<file path="src/rtl/core/bctp_pkg.sv">
// Package for the capability TLV parser: codes, result kinds, phases and
// the word types shared by the front end, the op queue and the back end.
// No dependencies.
package bctp_pkg;

  localparam int unsigned QueueDepthDef = 4;

  localparam logic [7:0] CodeAsn4 = 8'd65;
  localparam logic [7:0] CodeMp   = 8'd1;
  localparam logic [7:0] KnownLen = 8'd4;

  typedef enum logic [2:0] {
    KIND_ASN4 = 3'd0,
    KIND_MP   = 3'd1,
    KIND_HDR  = 3'd2,
    KIND_VAL  = 3'd3,
    KIND_BAD  = 3'd4
  } kind_e;

  typedef enum logic [1:0] {
    PH_CODE  = 2'd0,
    PH_LEN   = 2'd1,
    PH_VALUE = 2'd2,
    PH_DROP  = 2'd3
  } phase_e;

  typedef enum logic {
    OP_SHIFT = 1'b0,
    OP_EMIT  = 1'b1
  } op_e;

  typedef struct packed {
    logic [7:0] data_byte;
    logic       end_of_buffer;
  } in_word_t;

  typedef struct packed {
    logic [2:0]  kind;
    logic [7:0]  cap_code;
    logic [31:0] asn;
    logic [15:0] afi;
    logic [7:0]  safi;
    logic [7:0]  value_byte;
    logic [7:0]  value_length;
    logic        end_of_capability;
  } out_word_t;

  typedef struct packed {
    op_e        op;
    kind_e      kind;
    logic [7:0] cap_code;
    logic [7:0] value_length;
    logic       eoc;
    logic [7:0] data_byte;
  } op_t;

  typedef struct packed {
    logic full;
    logic empty;
  } q_status_t;

  function automatic logic is_known(input logic [7:0] code);
    return (code == CodeAsn4) || (code == CodeMp);
  endfunction

endpackage

</file>
<file path="src/rtl/core/bctp_front.sv">
// Front end: tracks the TLV phase per byte and turns result and value bytes into ops.
// Depends on bctp_pkg.
module bctp_front (
  input  logic              clk_i,
  input  logic              rst_ni,
  input  logic              accept_i,
  input  bctp_pkg::in_word_t in_word_i,
  output logic              push_o,
  output bctp_pkg::op_t     op_o
);

  bctp_pkg::phase_e phase_q, phase_d;
  logic [7:0] code_q, code_d;
  logic [7:0] len_q, len_d;
  logic [7:0] seen_q, seen_d;
  logic [7:0] seen_inc;
  logic [7:0] b;
  logic       last;

  assign b        = in_word_i.data_byte;
  assign last     = in_word_i.end_of_buffer;
  assign seen_inc = seen_q + 8'd1;

  always_ff @(posedge clk_i or negedge rst_ni) begin
    if (!rst_ni) begin
      phase_q <= bctp_pkg::PH_CODE;
      code_q  <= '0;
      len_q   <= '0;
      seen_q  <= '0;
    end else begin
      phase_q <= phase_d;
      code_q  <= code_d;
      len_q   <= len_d;
      seen_q  <= seen_d;
    end
  end

  always_comb begin
    phase_d = phase_q;
    code_d  = code_q;
    len_d   = len_q;
    seen_d  = seen_q;
    if (accept_i) begin
      unique case (phase_q)
        bctp_pkg::PH_CODE: begin
          code_d  = b;
          len_d   = '0;
          seen_d  = '0;
          phase_d = last ? bctp_pkg::PH_CODE : bctp_pkg::PH_LEN;
        end
        bctp_pkg::PH_LEN: begin
          len_d  = b;
          seen_d = '0;
          if (bctp_pkg::is_known(code_q)) begin
            if (b != bctp_pkg::KnownLen || last) begin
              phase_d = last ? bctp_pkg::PH_CODE : bctp_pkg::PH_DROP;
            end else begin
              phase_d = bctp_pkg::PH_VALUE;
            end
          end else if (b == 8'd0 || last) begin
            phase_d = bctp_pkg::PH_CODE;
          end else begin
            phase_d = bctp_pkg::PH_VALUE;
          end
        end
        bctp_pkg::PH_VALUE: begin
          seen_d = seen_inc;
          if (bctp_pkg::is_known(code_q)) begin
            if (seen_inc >= bctp_pkg::KnownLen || last) phase_d = bctp_pkg::PH_CODE;
          end else if (seen_inc >= len_q || last) begin
            phase_d = bctp_pkg::PH_CODE;
          end
        end
        bctp_pkg::PH_DROP: begin
          if (last) phase_d = bctp_pkg::PH_CODE;
        end
        default: phase_d = bctp_pkg::PH_CODE;
      endcase
    end
  end

  always_comb begin
    push_o          = 1'b0;
    op_o.op         = bctp_pkg::OP_EMIT;
    op_o.kind       = bctp_pkg::KIND_BAD;
    op_o.cap_code   = code_q;
    op_o.value_length = len_q;
    op_o.eoc        = 1'b0;
    op_o.data_byte  = b;
    if (accept_i) begin
      unique case (phase_q)
        bctp_pkg::PH_CODE: begin
          op_o.cap_code     = b;
          op_o.value_length = '0;
          push_o            = last;
        end
        bctp_pkg::PH_LEN: begin
          op_o.value_length = b;
          if (bctp_pkg::is_known(code_q)) begin
            push_o = (b != bctp_pkg::KnownLen) || last;
          end else begin
            push_o = 1'b1;
            if (b == 8'd0) begin
              op_o.kind = bctp_pkg::KIND_HDR;
              op_o.eoc  = 1'b1;
            end else if (!last) begin
              op_o.kind = bctp_pkg::KIND_HDR;
            end
          end
        end
        bctp_pkg::PH_VALUE: begin
          push_o = 1'b1;
          if (bctp_pkg::is_known(code_q)) begin
            if (seen_inc >= bctp_pkg::KnownLen) begin
              op_o.kind = (code_q == bctp_pkg::CodeAsn4) ? bctp_pkg::KIND_ASN4
                                                         : bctp_pkg::KIND_MP;
              op_o.eoc  = 1'b1;
            end else if (!last) begin
              op_o.op = bctp_pkg::OP_SHIFT;
            end
          end else if (seen_inc >= len_q) begin
            op_o.kind = bctp_pkg::KIND_VAL;
            op_o.eoc  = 1'b1;
          end else if (!last) begin
            op_o.kind = bctp_pkg::KIND_VAL;
          end
        end
        bctp_pkg::PH_DROP: push_o = 1'b0;
        default: push_o = 1'b0;
      endcase
    end
  end

  assert property (@(posedge clk_i) disable iff (!rst_ni)
    (phase_q == bctp_pkg::PH_VALUE && bctp_pkg::is_known(code_q))
      |-> (seen_q < bctp_pkg::KnownLen && len_q == bctp_pkg::KnownLen))
    else $error("known capability value count out of range");

  assert property (@(posedge clk_i) disable iff (!rst_ni)
    (phase_q == bctp_pkg::PH_VALUE && !bctp_pkg::is_known(code_q))
      |-> (len_q != 8'd0 && seen_q < len_q))
    else $error("unknown capability value count out of range");

endmodule

</file>
<file path="src/rtl/core/bctp_queue.sv">
// Short op queue between the front end and the back end.
// Depends on bctp_pkg.
module bctp_queue #(
  parameter int unsigned Depth = bctp_pkg::QueueDepthDef
) (
  input  logic                 clk_i,
  input  logic                 rst_ni,
  input  logic                 push_i,
  input  bctp_pkg::op_t        op_i,
  input  logic                 pop_i,
  output bctp_pkg::op_t        op_o,
  output bctp_pkg::q_status_t  status_o
);

  localparam int unsigned PtrW = (Depth > 1) ? $clog2(Depth) : 1;
  localparam int unsigned CntW = $clog2(Depth + 1);
  localparam logic [PtrW-1:0] LastPtr = PtrW'(Depth - 1);
  localparam logic [CntW-1:0] FullCnt = CntW'(Depth);

  bctp_pkg::op_t mem_q [Depth];
  logic [PtrW-1:0] wptr_q, wptr_d;
  logic [PtrW-1:0] rptr_q, rptr_d;
  logic [CntW-1:0] cnt_q, cnt_d;

  assign op_o           = mem_q[rptr_q];
  assign status_o.full  = (cnt_q == FullCnt);
  assign status_o.empty = (cnt_q == '0);

  always_comb begin
    wptr_d = wptr_q;
    rptr_d = rptr_q;
    cnt_d  = cnt_q;
    if (push_i) wptr_d = (wptr_q == LastPtr) ? '0 : wptr_q + PtrW'(1);
    if (pop_i)  rptr_d = (rptr_q == LastPtr) ? '0 : rptr_q + PtrW'(1);
    if (push_i && !pop_i) cnt_d = cnt_q + CntW'(1);
    else if (pop_i && !push_i) cnt_d = cnt_q - CntW'(1);
  end

  always_ff @(posedge clk_i or negedge rst_ni) begin
    if (!rst_ni) begin
      wptr_q <= '0;
      rptr_q <= '0;
      cnt_q  <= '0;
    end else begin
      wptr_q <= wptr_d;
      rptr_q <= rptr_d;
      cnt_q  <= cnt_d;
    end
  end

  always_ff @(posedge clk_i) begin
    if (push_i) mem_q[wptr_q] <= op_i;
  end

  assert property (@(posedge clk_i) disable iff (!rst_ni)
    !(push_i && status_o.full))
    else $error("op queue overflow");

  assert property (@(posedge clk_i) disable iff (!rst_ni)
    !(pop_i && status_o.empty))
    else $error("op queue underflow");

endmodule

</file>
<file path="src/rtl/core/bctp_back.sv">
// Back end: gathers value bytes of known capabilities and drives the
// registered result word. Depends on bctp_pkg.
module bctp_back (
  input  logic                 clk_i,
  input  logic                 rst_ni,
  input  bctp_pkg::op_t        op_i,
  input  bctp_pkg::q_status_t  status_i,
  output logic                 pop_o,
  output logic                 out_valid_o,
  input  logic                 out_stall_i,
  output bctp_pkg::out_word_t  out_data_o
);

  logic [31:0]          shift_q, shift_d;
  logic [31:0]          full_val;
  logic                 valid_q, valid_d;
  bctp_pkg::out_word_t  res_q, res_d;
  logic                 slot_free;

  assign slot_free   = !valid_q || !out_stall_i;
  assign pop_o       = !status_i.empty && (op_i.op == bctp_pkg::OP_SHIFT || slot_free);
  assign full_val    = {shift_q[23:0], op_i.data_byte};
  assign out_valid_o = valid_q;
  assign out_data_o  = res_q;

  always_comb begin
    shift_d = shift_q;
    valid_d = valid_q && out_stall_i;
    res_d   = res_q;
    if (pop_o) begin
      shift_d = full_val;
      if (op_i.op == bctp_pkg::OP_EMIT) begin
        valid_d                 = 1'b1;
        res_d.kind              = op_i.kind;
        res_d.cap_code          = op_i.cap_code;
        res_d.value_length      = op_i.value_length;
        res_d.end_of_capability = op_i.eoc;
        res_d.asn        = (op_i.kind == bctp_pkg::KIND_ASN4) ? full_val : '0;
        res_d.afi        = (op_i.kind == bctp_pkg::KIND_MP) ? full_val[31:16] : '0;
        res_d.safi       = (op_i.kind == bctp_pkg::KIND_MP) ? full_val[7:0] : '0;
        res_d.value_byte = (op_i.kind == bctp_pkg::KIND_VAL) ? op_i.data_byte : '0;
      end
    end
  end

  always_ff @(posedge clk_i or negedge rst_ni) begin
    if (!rst_ni) begin
      valid_q <= 1'b0;
    end else begin
      valid_q <= valid_d;
    end
  end

  always_ff @(posedge clk_i) begin
    shift_q <= shift_d;
    res_q   <= res_d;
  end

  assert property (@(posedge clk_i) disable iff (!rst_ni)
    (valid_q && res_q.kind == bctp_pkg::KIND_BAD) |-> !res_q.end_of_capability)
    else $error("bad-length result marked as end of capability");

endmodule

</file>
<file path="src/rtl/core/bgp_capability_tlv_parser.sv">
// Top level of the capability TLV parser: front end, op queue, back end.
// Depends on bctp_pkg, bctp_front, bctp_queue and bctp_back.
//
// Takes one buffer byte per cycle while in_stall_o is low and returns at
// most one result per byte. A result passes the op queue, written when its
// byte is accepted, then the output register, loaded once the output slot
// is free. Input stalls only when the QueueDepth-entry op queue fills,
// which happens only after the output side has stalled; otherwise the rate
// is one byte every cycle. Value bytes of a known capability pass through
// the queue as shift ops and give no result, bar the fourth or a buffer end.
module bgp_capability_tlv_parser #(
  parameter int unsigned QueueDepth = bctp_pkg::QueueDepthDef
) (
  input  logic                 clk_i,
  input  logic                 rst_ni,
  input  logic                 in_valid_i,
  output logic                 in_stall_o,
  input  bctp_pkg::in_word_t   in_data_i,
  output logic                 out_valid_o,
  input  logic                 out_stall_i,
  output bctp_pkg::out_word_t  out_data_o
);

  logic                accept;
  logic                push;
  logic                pop;
  bctp_pkg::op_t       front_op;
  bctp_pkg::op_t       head_op;
  bctp_pkg::q_status_t q_status;

  assign in_stall_o = q_status.full;
  assign accept     = in_valid_i && !in_stall_o;

  bctp_front u_front (
    .clk_i     (clk_i),
    .rst_ni    (rst_ni),
    .accept_i  (accept),
    .in_word_i (in_data_i),
    .push_o    (push),
    .op_o      (front_op)
  );

  bctp_queue #(
    .Depth (QueueDepth)
  ) u_queue (
    .clk_i    (clk_i),
    .rst_ni   (rst_ni),
    .push_i   (push),
    .op_i     (front_op),
    .pop_i    (pop),
    .op_o     (head_op),
    .status_o (q_status)
  );

  bctp_back u_back (
    .clk_i       (clk_i),
    .rst_ni      (rst_ni),
    .op_i        (head_op),
    .status_i    (q_status),
    .pop_o       (pop),
    .out_valid_o (out_valid_o),
    .out_stall_i (out_stall_i),
    .out_data_o  (out_data_o)
  );

endmodule

</file>
<file path="config.mk">
export PLATFORM = sky130hd
export DESIGN_NAME = bgp_capability_tlv_parser
export DESIGN_NICKNAME = d
export VERILOG_FILES = /design/src/rtl/core/bctp_pkg.sv /design/src/rtl/core/bctp_front.sv /design/src/rtl/core/bctp_queue.sv /design/src/rtl/core/bctp_back.sv /design/src/rtl/core/bgp_capability_tlv_parser.sv
export SDC_FILE = /design/constraint.sdc
export NUM_CORES = 1
export LEC_CHECK = 0
export BUFFER_PORTS_ARGS = -buffer_cell sky130_fd_sc_hd__buf_2
export CORE_UTILIZATION = 40
export DETAILED_ROUTE_END_ITERATION = 7
export GPL_TIMING_DRIVEN = 0
export HOLD_SLACK_MARGIN = 0.1
export PLACE_DENSITY_LB_ADDON = 0.2
export SYNTH_ARGS = -nofsm -noshare
export SYNTH_HDL_FRONTEND = slang
export SYNTH_SLANG_ARGS = --single-unit
</file>
<file path="constraint.sdc">
create_clock -name clk_i -period 7.05 [get_ports clk_i]
set_input_delay 1.0575 -clock clk_i [delete_from_list [all_inputs] [get_ports clk_i]]
set_output_delay 1.0575 -clock clk_i [all_outputs]
set_load 0.02 [all_outputs]
</file>
* After elaboration in Yosys (flattened, before gate mapping)
Memory sizes are Yosys's and may differ from the RTL's.
Index checks and enable logic that the tools add are counted.
W data, S select, Z words.
** Operators by class
- Add/subtract/negate cells :: 5
- Order comparisons :: 2
- Equal/unequal tests :: 14
- Muxes and demuxes :: 44
- Bitwise logic cells :: 1
- Reduce and logical (&&, ||, !) cells :: 28
** Operators by type and width (number)
- $pmux W8 S2 :: 2
- $mux W3 :: 9
- $mux W21 :: 1
- $mux W2 :: 10
- $mux W1 :: 17
- $add A8 B1 Y8 const B :: 1
- $eq A2 B2 Y1 const B :: 4
- $eq A8 B1 Y1 const B :: 1
- $eq A8 B7 Y1 const B :: 1
- $ge A8 B3 Y1 const B :: 1
- $ge A8 B8 Y1 :: 1
- $logic_not A8 Y1 :: 1
- $mux W8 :: 1
- $ne A8 B3 Y1 const B :: 1
- $pmux W2 S4 :: 1
- $logic_or A1 B1 Y1 :: 7
- $logic_not A1 Y1 :: 6
- $logic_not A3 Y1 :: 2
- $pmux W3 S2 :: 1
- $logic_and A1 B1 Y1 :: 5
- $add A2 B1 Y2 const B :: 2
- $pmux W1 S4 :: 1
- $reduce_and A2 Y1 :: 2
- $reduce_and A4 Y1 :: 1
- other kinds (14) :: 15
** Word-level totals
- Flip-flop bits (word level) :: 142
- Memory bits (writable) :: 116
- Input bits :: 13
- Output and inout port bits :: 86
- Logic and storage cells :: 112
- Memories kept :: 1
** Memories
- u_queue.mem_q :: words 4, bits a word 29, rd ports 1, clocked after Yosys merged registers in 0, wr ports 1, line bctp_queue.sv:20 : bctp_pkg::op_t mem_q [Depth];

* Depth between registers and ports, before layout
- Depth after elaboration :: 9
- Depth in mapped cells :: 12
- Mapped depth without buffers :: 12

* By module
Synthesis repeated with hierarchy kept, for this count alone.
** Second synthesis, totals
- Cell total of the unflattened synthesis :: 599
- Area, all modules :: 10197.3 sq um
** By module, submodules not included
- bctp_queue :: instances 1, cells an instance 188, area an instance 4600.7 sq um, seq. area each 3658.5 sq um
- bctp_back :: instances 1, cells an instance 214, area an instance 3799.9 sq um, seq. area each 3268.1 sq um
- bctp_front :: instances 1, cells an instance 196, area an instance 1783.0 sq um, seq. area each 650.6 sq um
- bgp_capability_tlv_parser :: instances 1, cells an instance 1, area an instance 13.8 sq um, seq. area each 0.0 sq um

* Worst setup path before layout
No wires, ideal clock.
- Path kind :: flip-flop to flip-flop
- Start point :: reg u_queue.rptr_q[0]
- End point :: reg u_back.res_q, in the netlist u_back.out_data_o[0] (enable)
- Setup time :: 453 ps
- Data arrival time :: 4820 ps
- Data required time :: 6597 ps
- Setup slack :: 1778 ps
- Cell stages (with the launch flop) :: 5
- Buffers on the path :: 1
- Period minus slack after synthesis :: 5272 ps
- Path through :: dfrtp_1 -> buf_4 -> mux4_2 -> a31oi_1 -> and2_1
** Between the ends
- Cells in the longest elaborated chain, start to end :: 5
** Ends and longest elaborated chain
- start: declaration :: line bctp_queue.sv:22 : logic [PtrW-1:0] rptr_q, rptr_d;
- start signal: assignment :: line bctp_queue.sv:46 : rptr_q <= rptr_d;
- $mem_v2 Z4 W29
- $not A1 Y1 :: line bctp_back.sv:21 : assign pop_o = !status_i.empty && (op_i.op == bctp_pkg::OP_SHIFT || slot_free);
- $logic_or A1 B1 Y1 :: line bctp_back.sv:21
- $logic_and A1 B1 Y1 :: line bctp_back.sv:21
- net pop :: line bgp_capability_tlv_parser.sv:26 : logic pop;
- $reduce_and A2 Y1 (no line)
- end signal: assignment :: line bctp_back.sv:56 : res_q <= res_d;
- end: declaration :: line bctp_back.sv:17 : bctp_pkg::out_word_t res_q, res_d;
The timed path passes the listed nets, and every way through them passes these cells.
A chain may end at the register's enable or synchronous reset.

* Worst setup path after layout
- Start point :: in in_data_i[6] (netlist bit)
- End point :: reg u_queue.cnt_q[1]
** Between the ends
- Elaborated cells on any way between the ends :: 10
- Classes of those cells :: eq/ne (1); mux (4); reduce/logical (5)
** RTL lines
- start: declaration :: line bgp_capability_tlv_parser.sv:18 : input bctp_pkg::in_word_t in_data_i,
- $ne A8 B3 Y1 :: line bctp_front.sv:100 : push_o = (b != bctp_pkg::KnownLen) || last;
- $logic_or A1 B1 Y1 :: line bctp_front.sv:100
- $mux W1 :: line bctp_front.sv:99 : if (bctp_pkg::is_known(code_q)) begin
- $pmux W1 S4 :: line bctp_front.sv:91 : unique case (phase_q)
- $mux W1 :: line bctp_front.sv:90 : if (accept_i) begin
- net push :: line bgp_capability_tlv_parser.sv:25 : logic push;
- $logic_and A1 B1 Y1 :: line bctp_queue.sv:35 : if (push_i && !pop_i) cnt_d = cnt_q + CntW'(1);
- $mux W3 :: line bctp_queue.sv:35
- net u_queue.cnt_d[1] :: line bctp_queue.sv:23 : logic [CntW-1:0] cnt_q, cnt_d;
- end signal: assignment :: line bctp_queue.sv:47 : cnt_q <= cnt_d;
- end: declaration :: line bctp_queue.sv:23
The timed path passes the listed nets, and every way through them passes these cells.

==> summary.md <==
| Metric | Value |
|---|---|
| Status | finished clean |
| Root Driver | clkbuf_16 |
| Clk_skew | ~0.018 ns |
| Worst slack at placement | 3.338 ns |
| CTS resizes | 0 |
| Tcrit/Tclk final | 45.77% |
| Core area | between 20000 and 25000 um^2 |
| Worst Path Arrival | 3.64 ns |
| Layout cell share with drive strength beyond 1 | between 20% and 30% |
| Area of the multi-input gates | between 2000 and 2500 um^2 |
| DIE HEIGHT | 159.8 um |
| Worst Hold Path Cells | 0 |
| Final Instance Area | 11840 um^2 |
| H-Tree Level Count | 1 |
| Filler instances | 2055 |
| WHS | 0.4378 ns |
| Endpoint type of the worst setup path | flop |
| TritonCTS clock tree | built |
| Crit path launch type | input pin |
| Hold Crit Class | reg -> reg |
| DR vias/cell | 5.052 |
| Worst EP required | approximately 7.5 ns |
| Syn avg cell area | roughly 18 um^2 |
| Total Power | ~5.7 mW |
| Worst-skew pair later-pin latency | approximately 0.53 ns |
| Main synth FF type | edfxtp_1 |
| #FFs+latches synth | around 260 |
| DR vias | 5188 |
| Yosys warnings | 0 |
| GRT Resource Usage Total | 14.66% |
| Max Cap Viol | 0 |
| FF-to-FF path depth | 11 |
| Pwr Density | between 400 and 500 nW/um^2 |
| Vias in the first global route | 5287 |
| Final setup vio count | 0 |
| Worst vdd rail ir drop | about 0.00021 V |
| Initial Utilization | 40.83% |
| # DRC | 0 |
| Max_slew headroom | between 40% and 50% |
| Clock buffer depth | 3 |
| Post-DR wirelength/cell | 18.04 um |
| Number of inserted diodes | 0 |
| Antenna-violating nets left | 0 |
| Mapped Nets | 584 |
| Max Clk Rate | between 0.3 and 0.4 GHz |
| Leakage | 4.444 nW |
| GP Congestion | just over 0.8 |
| DRT Pass-1 Iters | 4 |
| Cell variety after synth | 45 |
| Placed Area | 10920 um^2 |
| CP Class | in -> reg |
| Largest net degree at the start of global routing | 75 |
| Hold_buf cts | 0 |
| Worst setup margin | 3.823 ns |
| Dpl hpwl | around 12000 um |
| DRT iter0 DRCs | 289 |
| Area grow syn2layout | 18.87% |
| Final count of hold timing violations | 0 |
| CP max FO | 9 |
| Fin. max-slew vios | 0 |
| # clock sinks | 258 |
| Synth Cell Area | 9958 um^2 |
| Syn Inst Count | 551 |
| Post-CTS setup buffer count | 0 |
| Die width | 159.8 um |
| Final nets | 714 |
| FP Rows | between 50 and 60 |
| TritonCTS Buffers | 28 |
| Die Footprint | 25530 um^2 |
| Initial antenna violation count | 0 |
| Num ports | 99 |
| Worst slew pin tran | 0.8525 ns |
| Fin crit period | ~3.2 ns |
| IO buf count | 98 |
| FFs w/ async S/R, synth | 13.18% |
| Routed Wire Length | about 19000 um |
| FF/Latch Area | roughly 7600 um^2 |
| Post-synth EDFFs | approximately 220 |
| GRT Residual Overflow | 0 |
| First-pass GRT wire length | approximately 29000 um |
| Worst-path clk slew | 0.06 ns |
| RSZ-0062 raised after global routing | no |
| Setup TNS | 0 ns |
| Sequential cell area fraction in the yosys report | 76.09% |
per-stage QoR:
stage	util [%]	instances
detailed placement	44.79	975
finish	48.53	1027
global route	48.53	1027
global placement	44.50	973
floorplan	-	551
CTS	48.53	1027
layout by cell type (no fill, tap or decap), types with 16 or more instances in the layout:
master,count
edfxtp_1,224
ha_1,19
dfrtp_1,34
buf_2,102
inv_1,19
clkbuf_1,16
nand2_1,24
and2_1,66
mux4_2,29
clkbuf_16,30
area by class of cell:
class	instances	share of cell area (%)
tap	324	3.425
inverter	19	0.6025
buffer	16	0.5813
multi-input combinational	258	19.12
sequential	258	64.01
timing repair buffer	100	4.545
clock buffer	40	6.913
clock inverter	12	0.8033
layer usage:
metal | GRT usage, % | share of wire [%] | routed length, um
met1 | 18.75 | 43 | 8022
met4 | 4.372 | 1.8 | 342
met5 | 0 | 0 | 0
met3 | 2.519 | 5.2 | 958
met2 | 25.59 | 50 | 9206
synthesized netlist by cell type (4+ instances only):
master | instances | area share [%]
xor2_1 | 4 | 0.35
mux4_2 | 29 | 6.6
edfxtp_1 | 224 | 68
clkbuf_1 | 9 | 0.34
mux2_2 | 11 | 1.2
nor3_1 | 4 | 0.20
nand2_1 | 24 | 0.90
xnor2_1 | 5 | 0.44
a21oi_1 | 7 | 0.35
buf_2 | 4 | 0.20
and2_1 | 71 | 4.5
a21o_1 | 4 | 0.30
o21ai_0 | 13 | 0.65
nand3_1 | 8 | 0.40
ha_1 | 19 | 2.4
a22o_1 | 9 | 0.79
nor2_1 | 15 | 0.57
inv_1 | 19 | 0.72
dfrtp_1 | 34 | 8.5
registers in the layout (all words and copies together), names as in the netlist:
register,flops
u_back.out_data_o,84
u_back.out_valid_o,1
u_back.shift_q,24
u_front.code_q,8
u_front.len_q,8
u_front.phase_q,2
u_front.seen_q,8
u_queue.cnt_q,3
u_queue.mem_q,116
u_queue.rptr_q,2
u_queue.wptr_q,2
worst max-delay path: stages:
cell and delay (ns):
buf_2 0.16, or4_1 0.56, nor4_1 0.18, nand2_1 0.10, o31ai_1 0.27, a21oi_1 0.24
ha_1 0.29, inv_1 0.09, fa_1 0.41, mux2_2 0.27
where the power goes:
| part | switching [mW] | total (mW) | internal, mW |
|---|---|---|---|
| clock network | 0.576 | 1.42 | 0.845 |
| logic | 1.09 | 1.70 | 0.609 |
| registers | 0.184 | 2.59 | 2.41 |
| total | 1.85 | 5.71 | 3.86 |
kinds of logic after synthesis:
logic type	synth area share (%)
buffers and inverters	1.407
AND/OR/NAND/NOR	7.702
multiplexers	7.953
AO/OA/AOI/OAI	3.468
flip-flops	76.09
adder cells (fa/ha/maj)	2.588
XOR/XNOR	0.7915
final timing paths:
check	slack, ns	end	from
setup / recovery	3.82	u_queue.cnt_q[1]	in_data_i[6]
hold / removal	0.44	u_back.shift_q[11]	u_back.shift_q[3]
setup reg to reg	4.13	u_queue.cnt_q[2]	u_queue.cnt_q[2]
hold reg to reg	0.44	u_back.shift_q[11]	u_back.shift_q[3]
max in group asynchronous	5.89	u_front.len_q[4]	rst_ni
min in group asynchronous	0.63	u_front.seen_q[7]	rst_ni
Note: power is estimated with default switching activity, not from simulation.
